<file path="config.mk">
export PLATFORM = sky130hd
export DESIGN_NAME = bwlp_front
export DESIGN_NICKNAME = d
export VERILOG_FILES = /design/src/butterworth_lowpass_iir_defines.svh /design/src/bwlp_pkg.sv /design/src/bwlp_front.sv
export SDC_FILE = /design/constraint.sdc
export NUM_CORES = 1
export LEC_CHECK = 0
export BUFFER_PORTS_ARGS = -buffer_cell sky130_fd_sc_hd__clkbuf_2
export CORE_MARGIN = 2
export CORE_UTILIZATION = 30
export DETAILED_ROUTE_END_ITERATION = 8
export PLACE_DENSITY = 0.56
export SLEW_MARGIN = 20
export SYNTH_ARGS = -nofsm -noshare
export SYNTH_HDL_FRONTEND = slang
export SYNTH_SLANG_ARGS = --single-unit
</file>
<file path="constraint.sdc">
create_clock -name clk -period 2.52 [get_ports clk]
set_input_delay 0.126 -clock clk [delete_from_list [all_inputs] [get_ports clk]]
set_output_delay 0.126 -clock clk [all_outputs]
set_load 0.01 [all_outputs]
</file>
<file path="src/butterworth_lowpass_iir_defines.svh">
// Assertion helpers used by the filter top level.
`ifndef BUTTERWORTH_LOWPASS_IIR_DEFINES_SVH
`define BUTTERWORTH_LOWPASS_IIR_DEFINES_SVH

// Same-cycle implication, checked out of reset.
`define BWLP_ASSERT_IMP(lbl, ante, cons, msg) \
  lbl: assert property (@(posedge clk) disable iff (!rst_n) (ante) |-> (cons)) \
    else $error(msg);

// Next-cycle implication, checked out of reset.
`define BWLP_ASSERT_NXT(lbl, ante, cons, msg) \
  lbl: assert property (@(posedge clk) disable iff (!rst_n) (ante) |=> (cons)) \
    else $error(msg);

`endif

</file>
<file path="src/bwlp_pkg.sv">
package bwlp_pkg;

  // Defaults for the top-level parameters
  localparam int CHANNELS_DEF       = 4;
  localparam int SAMPLE_BITS_DEF    = 12;
  localparam int COEF_FRAC_BITS_DEF = 30;

  // Fixed field widths
  localparam int CHAN_W    = 2;
  localparam int ORDER_W   = 2;
  localparam int COEF_W    = 32;
  localparam int HIST_W    = 32;
  localparam int OUT_W     = 16;
  localparam int CFG_IDX_W = 2;
  localparam int CFG_DAT_W = 32;

  localparam logic [ORDER_W-1:0] ORDER_FIRST  = 2'd1;
  localparam logic [ORDER_W-1:0] ORDER_SECOND = 2'd2;

  typedef enum logic [CFG_IDX_W-1:0] {
    REG_ORDER = 2'd0,
    REG_B0    = 2'd1,
    REG_A1    = 2'd2,
    REG_A2    = 2'd3
  } cfg_reg_t;

  typedef struct packed {
    logic [ORDER_W-1:0]       order;
    logic signed [COEF_W-1:0] b0;
    logic signed [COEF_W-1:0] a1;
    logic signed [COEF_W-1:0] a2;
  } coef_cfg_t;

endpackage

</file>
<file path="src/bwlp_front.sv">
module bwlp_front #(
  parameter int CHANNELS    = bwlp_pkg::CHANNELS_DEF,
  parameter int SAMPLE_BITS = bwlp_pkg::SAMPLE_BITS_DEF,
  localparam int IDX_W      = (CHANNELS > 1) ? $clog2(CHANNELS) : 1
) (
  input  logic                         clk,
  input  logic                         rst_n,
  input  logic                         in_valid,
  output logic                         in_ready,
  input  logic [bwlp_pkg::CHAN_W-1:0]  in_channel,
  input  logic [SAMPLE_BITS-1:0]       in_sample_value,
  output logic                         q_valid,
  input  logic                         q_ready,
  output logic [IDX_W-1:0]             q_channel,
  output logic [SAMPLE_BITS-1:0]       q_sample
);

  // two-entry queue toward the arithmetic back end
  logic [IDX_W-1:0]       ch_mem_r [2];
  logic [SAMPLE_BITS-1:0] x_mem_r  [2];
  logic                   wr_ptr_r;
  logic                   rd_ptr_r;
  logic [1:0]             count_r;
  logic                   push;
  logic                   pop;

  assign in_ready  = (count_r != 2'd2);
  // channels outside the configured range are taken and dropped
  assign push      = in_valid && in_ready && (32'(in_channel) < CHANNELS);
  assign q_valid   = (count_r != 2'd0);
  assign pop       = q_valid && q_ready;
  assign q_channel = ch_mem_r[rd_ptr_r];
  assign q_sample  = x_mem_r[rd_ptr_r];

  always_ff @(posedge clk) begin
    if (!rst_n) begin
      wr_ptr_r <= 1'b0;
      rd_ptr_r <= 1'b0;
      count_r  <= 2'd0;
    end else begin
      if (push) begin
        wr_ptr_r <= ~wr_ptr_r;
      end
      if (pop) begin
        rd_ptr_r <= ~rd_ptr_r;
      end
      if (push && !pop) begin
        count_r <= count_r + 2'd1;
      end else if (pop && !push) begin
        count_r <= count_r - 2'd1;
      end
    end
  end

  always_ff @(posedge clk) begin
    if (push) begin
      ch_mem_r[wr_ptr_r] <= IDX_W'(in_channel);
      x_mem_r[wr_ptr_r]  <= in_sample_value;
    end
  end

endmodule

</file>
==> reports/results.txt, run 1 <==
status: completed
met2 GRT Util: 15.02%
Row Count: 23
fin. max-slew vios: 0
slew margin rel.: 53.85%
first-pass GRT wire length: 3.029 mm
r2r worst-path depth: 2
GP Congestion: 0.6397
CTS tree: done
Crit-path slowest cell: dfxtp_1
Largest stage delay, worst path: 0.73 ns
vias in the first global route: 710
CTS resizes: 0
Power Density: 972.9 nW/µm²
Period minus WS final: 1.675 ns
reg2reg end: x_mem_r[1][11]$_DFFE_PP_
average wire per standard cell: 12.90 µm
Synth Warn #: 0
CP required: 2.39 ns
Synth Area per Inst: 18.60 µm²
clock sinks: 33
maxcap violations: 0
RSZ-0062 raised after global routing: no
FF/Latch Area: 940.9 µm²
final instance area: 1551 µm²
Worst Hold Path EP: x_mem_r[0][6]$_DFFE_PP_
area of the multi-input gates: 296.5 µm²
final worst path period share: 66.48%
Mapped Cells: 67
initial antenna violation count: 0
1st-iter DRT viols: 45
total wire length: 2.025 mm
layout cells sized above 1: 53.27%
vias per cell: 4.420
DP Area: 1469 µm²
pre-CTS worst setup slack: 0.9231 ns
Leak: 0.0005996 µW
Hold/Removal Path Class: input pin to flip-flop
Worst Tran Pin Value: 0.6923 ns
commonest non-fill, non-tap cell in the layout: clkbuf_2
Die Span Y: 68.45 µm
Worst-path clk slew: 0.06 ns
Worst Setup Slack, final: 0.8448 ns
reg2reg start: count_r[0]$_SDFFE_PN0P_
Peak VDD IR: 0.4659 mV
core area: 4000 µm²
Yosys reg bits: 33
Inserted Diodes: 0
synth top area cells: edfxtp_1, mux2_2, dfxtp_1
met1 usage: 10.16%
kind of critical path: flip-flop to output port
setup slack, reg-to-reg: 0.94 ns
arrival time worst endpoint: 1.55 ns
hold path cells: 1
unique cell type count in the Yosys netlist: 19
# nets final: 125
fraction of synthesized cell area taken by the top area cell type: 67.47%
met3 Use GR: 5.921%
synthesis-to-layout area growth: 24.50%
die area: 4685 µm²
Port-buffer cells: 33
Routed Antenna Nets: 0
Layout fillers: 397
drc violations: 0
Post-Syn Nets: 86
setup repair bufs after CTS: 0
Initial Util: 31.15%
hpwl dp: 1.433 mm
First-pass DRT Iterations: 4
CTS Hold Buffers Added: 0
grt peak-use layer: met2
CP cell instances: mux2_2 -> clkbuf_2
clk_lat worst skew: 0.27 ns
max frequency: 596.9 MHz
Seq/Total Area, Yosys: 75.50%
Startpoint Class: flip-flop
CP Max Fanout: 14
largest net degree at the start of global routing: 15
vias: 694
Hold Startpoint: in_sample_value[6]
Top Ports: 34
final hold violation count: 0
worst-case clock buffer depth: 2
Num CTS Buffers: 5
Die Wd: 68.45 µm
CP endpoint kind: output port
GRT Util Overall: 9.496%
Post-Synthesis Cell Area: 1246 µm²
Synth area leader: edfxtp_1
Final setup viols: 0
Total Neg Setup Slack: 0 ns
H-tree Lvls: 2
Root Driver: clkbuf_8
most frequent cells in the layout: clkbuf_2, edfxtp_1, mux2_2
grt total ovfl: 0
clk_skew: 0.002348 ns
[routing by layer]
layer / up-vias / share of wire [%] / wire [µm]
met5: - / 0 / 0
met4: 0 / 1.1 / 23
met3: 5 / 10 / 204
met2: 34 / 47 / 961
met1: 327 / 41 / 836
li1: 328 / - / -
[cells in the mapped netlist]
| cell type | number |
|---|---|
| or3_1 | 1 |
| buf_2 | 1 |
| inv_1 | 1 |
| a21boi_0 | 1 |
| ha_1 | 1 |
| a21boi_1 | 1 |
| a21bo_2 | 1 |
| nand3b_1 | 1 |
| xor2_1 | 1 |
| and3_1 | 1 |
| and2_1 | 4 |
| o21ai_0 | 1 |
| dfxtp_1 | 5 |
| o21ai_1 | 1 |
| mux2_2 | 14 |
| or2_2 | 1 |
| edfxtp_1 | 28 |
| nand2b_4 | 1 |
| xnor2_1 | 2 |
[worst max-delay path, delay by kind of cell, from the launching register on]
kind     cells  cell delay [ns]
buf+inv      1             0.13
flops        1             0.73
mux          1             0.41
[metrics by stage]
| stage | hold slack (ns) | cells | power (µW) | util [%] |
|---|---|---|---|---|
| after global placement | 0.3208 | 149 | 1152 | 36.72 |
| after detailed placement | 0.3187 | 149 | 1169 | 36.72 |
| final | 0.03677 | 157 | 1510 | 38.79 |
| after floorplan | 0.2249 | 67 | 1021 | - |
| after CTS | 0.02597 | 157 | 1539 | 38.79 |
| after global routing | 0.02435 | 157 | 1606 | 38.79 |
[area by class of cell]
cell class                 instances  share of cell area [%]
clock inverter                     2                  0.6452
tap                               50                   4.032
clock buffer                       6                   4.677
multi-input combinational         32                   19.11
inverter                           1                  0.2419
timing repair buffer              33                   10.65
sequential                        33                   60.65
[worst max path at each step]
stage                                     to  cells past startpoint
finish                          q_sample[10]                      2
global route                     q_sample[4]                      2
CTS                              q_sample[5]                      2
detailed placement  ch_mem_r[1][1]$_DFFE_PP_                      2
global placement    ch_mem_r[1][1]$_DFFE_PP_                      2
floorplan            count_r[1]$_SDFFE_PN0P_                      5
[state kept, by name (all words and copies together), names as in the netlist, named ones only]
signal / cells
count_r: 2
ch_mem_r: 4
x_mem_r: 24
rd_ptr_r: 1
wr_ptr_r: 1
[kinds of logic (layout without fill, tap and decap cells)]
group,count (synthesis),count (layout),synth area share (%)
AO/OA/AOI/OAI,5,5,2.811
XOR/XNOR,3,3,2.109
adder cells (fa/ha/maj),1,1,1.004
buffers and inverters,2,42,0.7021
flip-flops,33,33,75.50
multiplexers,14,14,12.65
AND/OR/NAND/NOR,9,9,5.221
[report_power, final]
part | switching [µW] | leakage, µW | total, µW | internal (µW)
logic | 184 | 0.000252 | 394 | 211
registers | 65.0 | 0.000303 | 755 | 689
clock network | 170 | 0.0000450 | 361 | 191
Note: power is estimated with default switching activity, not from simulation.
==> inputs of run 2 (changes only) <==
Clock period 2.52 ns to 1.6 ns, I/O delays scaled along.
==> reports/results.txt, run 2 (same netlist as run 1, synthesis figures left out) <==
Port-buffer cells: 33
vias in the first global route: 751
Period minus WS final: 1.518 ns
drc violations: 0
clock network fraction of design power: 22.4%
First-pass DRT Iterations: 4
Leak: 0.0006739 µW
most frequent cells in the layout: clkbuf_2, edfxtp_1, mux2_2
Initial Util: 31.15%
Sw Share: 27.34%
Worst Tran Pin Value: 0.3218 ns
fin. max-slew vios: 0
final hold violation count: 0
initial antenna violation count: 0
core area: 4000 µm²
Num CTS Buffers: 5
Psw: 674.4 µW
Row Count: 23
Power Density: 1423 nW/µm²
Internal: 1792 µW
Worst Setup SP: count_r[0]$_SDFFE_PN0P_
GRT Util Overall: 10.10%
clock sinks: 33
layout cells sized above 1: 50.41%
synthesis-to-layout area growth: 39.06%
Root Driver: clkbuf_8
CP Max Fanout: 5
vias: 728
Hold/Removal Path Class: input pin to flip-flop
Inserted Diodes: 0
slew margin rel.: 78.40%
average wire per standard cell: 12.72 µm
Largest register FFs: 24
CP endpoint kind: flip-flop
Final setup viols: 0
hpwl dp: 1.508 mm
CP required: 1.80 ns
Hold Startpoint: in_sample_value[7]
Post-Layout Cell Count: 173
clk_lat worst skew: 0.27 ns
total wire length: 2.201 mm
kind of critical path: flip-flop to flip-flop
met1 usage: 11.37%
grt total ovfl: 0
arrival time worst endpoint: 1.72 ns
met2 GRT Util: 16.11%
maxcap violations: 0
1st-iter DRT viols: 41
vias per cell: 4.208
Startpoint Class: flip-flop
largest net degree at the start of global routing: 13
die area: 4685 µm²
max frequency: 658.6 MHz
status: completed
Peak VDD IR: 0.5604 mV
final worst path period share: 94.90%
first-pass GRT wire length: 3.208 mm
# nets final: 142
Comb pwr share: 30.9%
Worst-path clk slew: 0.06 ns
worst-case clock buffer depth: 2
CTS tree: done
Die Wd: 68.45 µm
Die Span Y: 68.45 µm
Flop pwr share: 46.7%
Routed Antenna Nets: 0
met3 Use GR: 4.441%
H-tree Lvls: 2
GP Congestion: 0.5972
Post-Place Cells: 153
RSZ-0062 raised after global routing: no
reg2reg start: count_r[0]$_SDFFE_PN0P_
WHS: 0.01467 ns
commonest non-fill, non-tap cell in the layout: clkbuf_2
grt peak-use layer: met2
Top reg by flops: x_mem_r
Top Ports: 34
clk_skew: 0.002085 ns
Total Neg Setup Slack: 0 ns
Regs by FF count: x_mem_r x24, ch_mem_r x4, count_r x2
==> run 2: power groups by stage <==
stage / clock, µW / sequential (µW) / combinational, µW
floorplan: 0 / 1160 / 453
global placement: 0 / 1160 / 712
detailed placement: 0 / 1170 / 728
CTS: 577 / 1150 / 756
global route: 616 / 1170 / 839
finish: 553 / 1150 / 763
==> run 2: worst paths after layout <==
| kind | endpoint | slack [ns] | depth (start not counted) |
|---|---|---|---|
| min | x_mem_r[1][7]$_DFFE_PP_ | 0.01 | 1 |
| min reg2reg | count_r[1]$_SDFFE_PN0P_ | 0.52 | 2 |
| max | count_r[1]$_SDFFE_PN0P_ | 0.08 | 6 |
| max reg2reg | count_r[1]$_SDFFE_PN0P_ | 0.08 | 6 |
==> run 2: area by class of cell <==
type	count	area (µm²)
Fill cell	369	2267
Multi-Input combinational cell	32	309.0
Clock inverter	1	3.754
Inverter	1	3.754
Sequential cell	33	943.4
Timing Repair Buffer	50	337.8
Tap cell	50	62.56
Clock buffer	6	72.57
==> run 2: repair_timing <==
action                                  in CTS  in global routing
resized for setup                            0                  3
hold buffers                                12                  1
hold endpoints to repair                    24                  1
setup buffers                                0                  0
endpoints found under the setup margin       0                  1
==> run 2: per-layer routing <==
metal,share of wire (%),routed length (µm)
met4,0.36,8
met5,0,0
met1,48,1047
met3,6.1,134
met2,46,1012
==> run 2: through the flow <==
step | cell area, µm² | setup WS (ns) | util, % | total power (µW)
floorplan | 1246 | 0.09950 | - | 1608
global placement | 1511 | 0.09474 | 37.79 | 1870
detailed placement | 1511 | 0.01710 | 37.79 | 1893
CTS | 1708 | 0.001861 | 42.70 | 2481
global route | 1733 | 0.03033 | 43.32 | 2622
finish | 1733 | 0.08156 | 43.32 | 2467
==> run 2: worst max-delay path: stages, from the launching register on <==
cell and delay [ns]:
dfxtp_2 0.34, nand2b_4 0.16, and2_1 0.19, ha_4 0.16, xor2_1 0.14, or3_1 0.31, a21boi_1 0.14
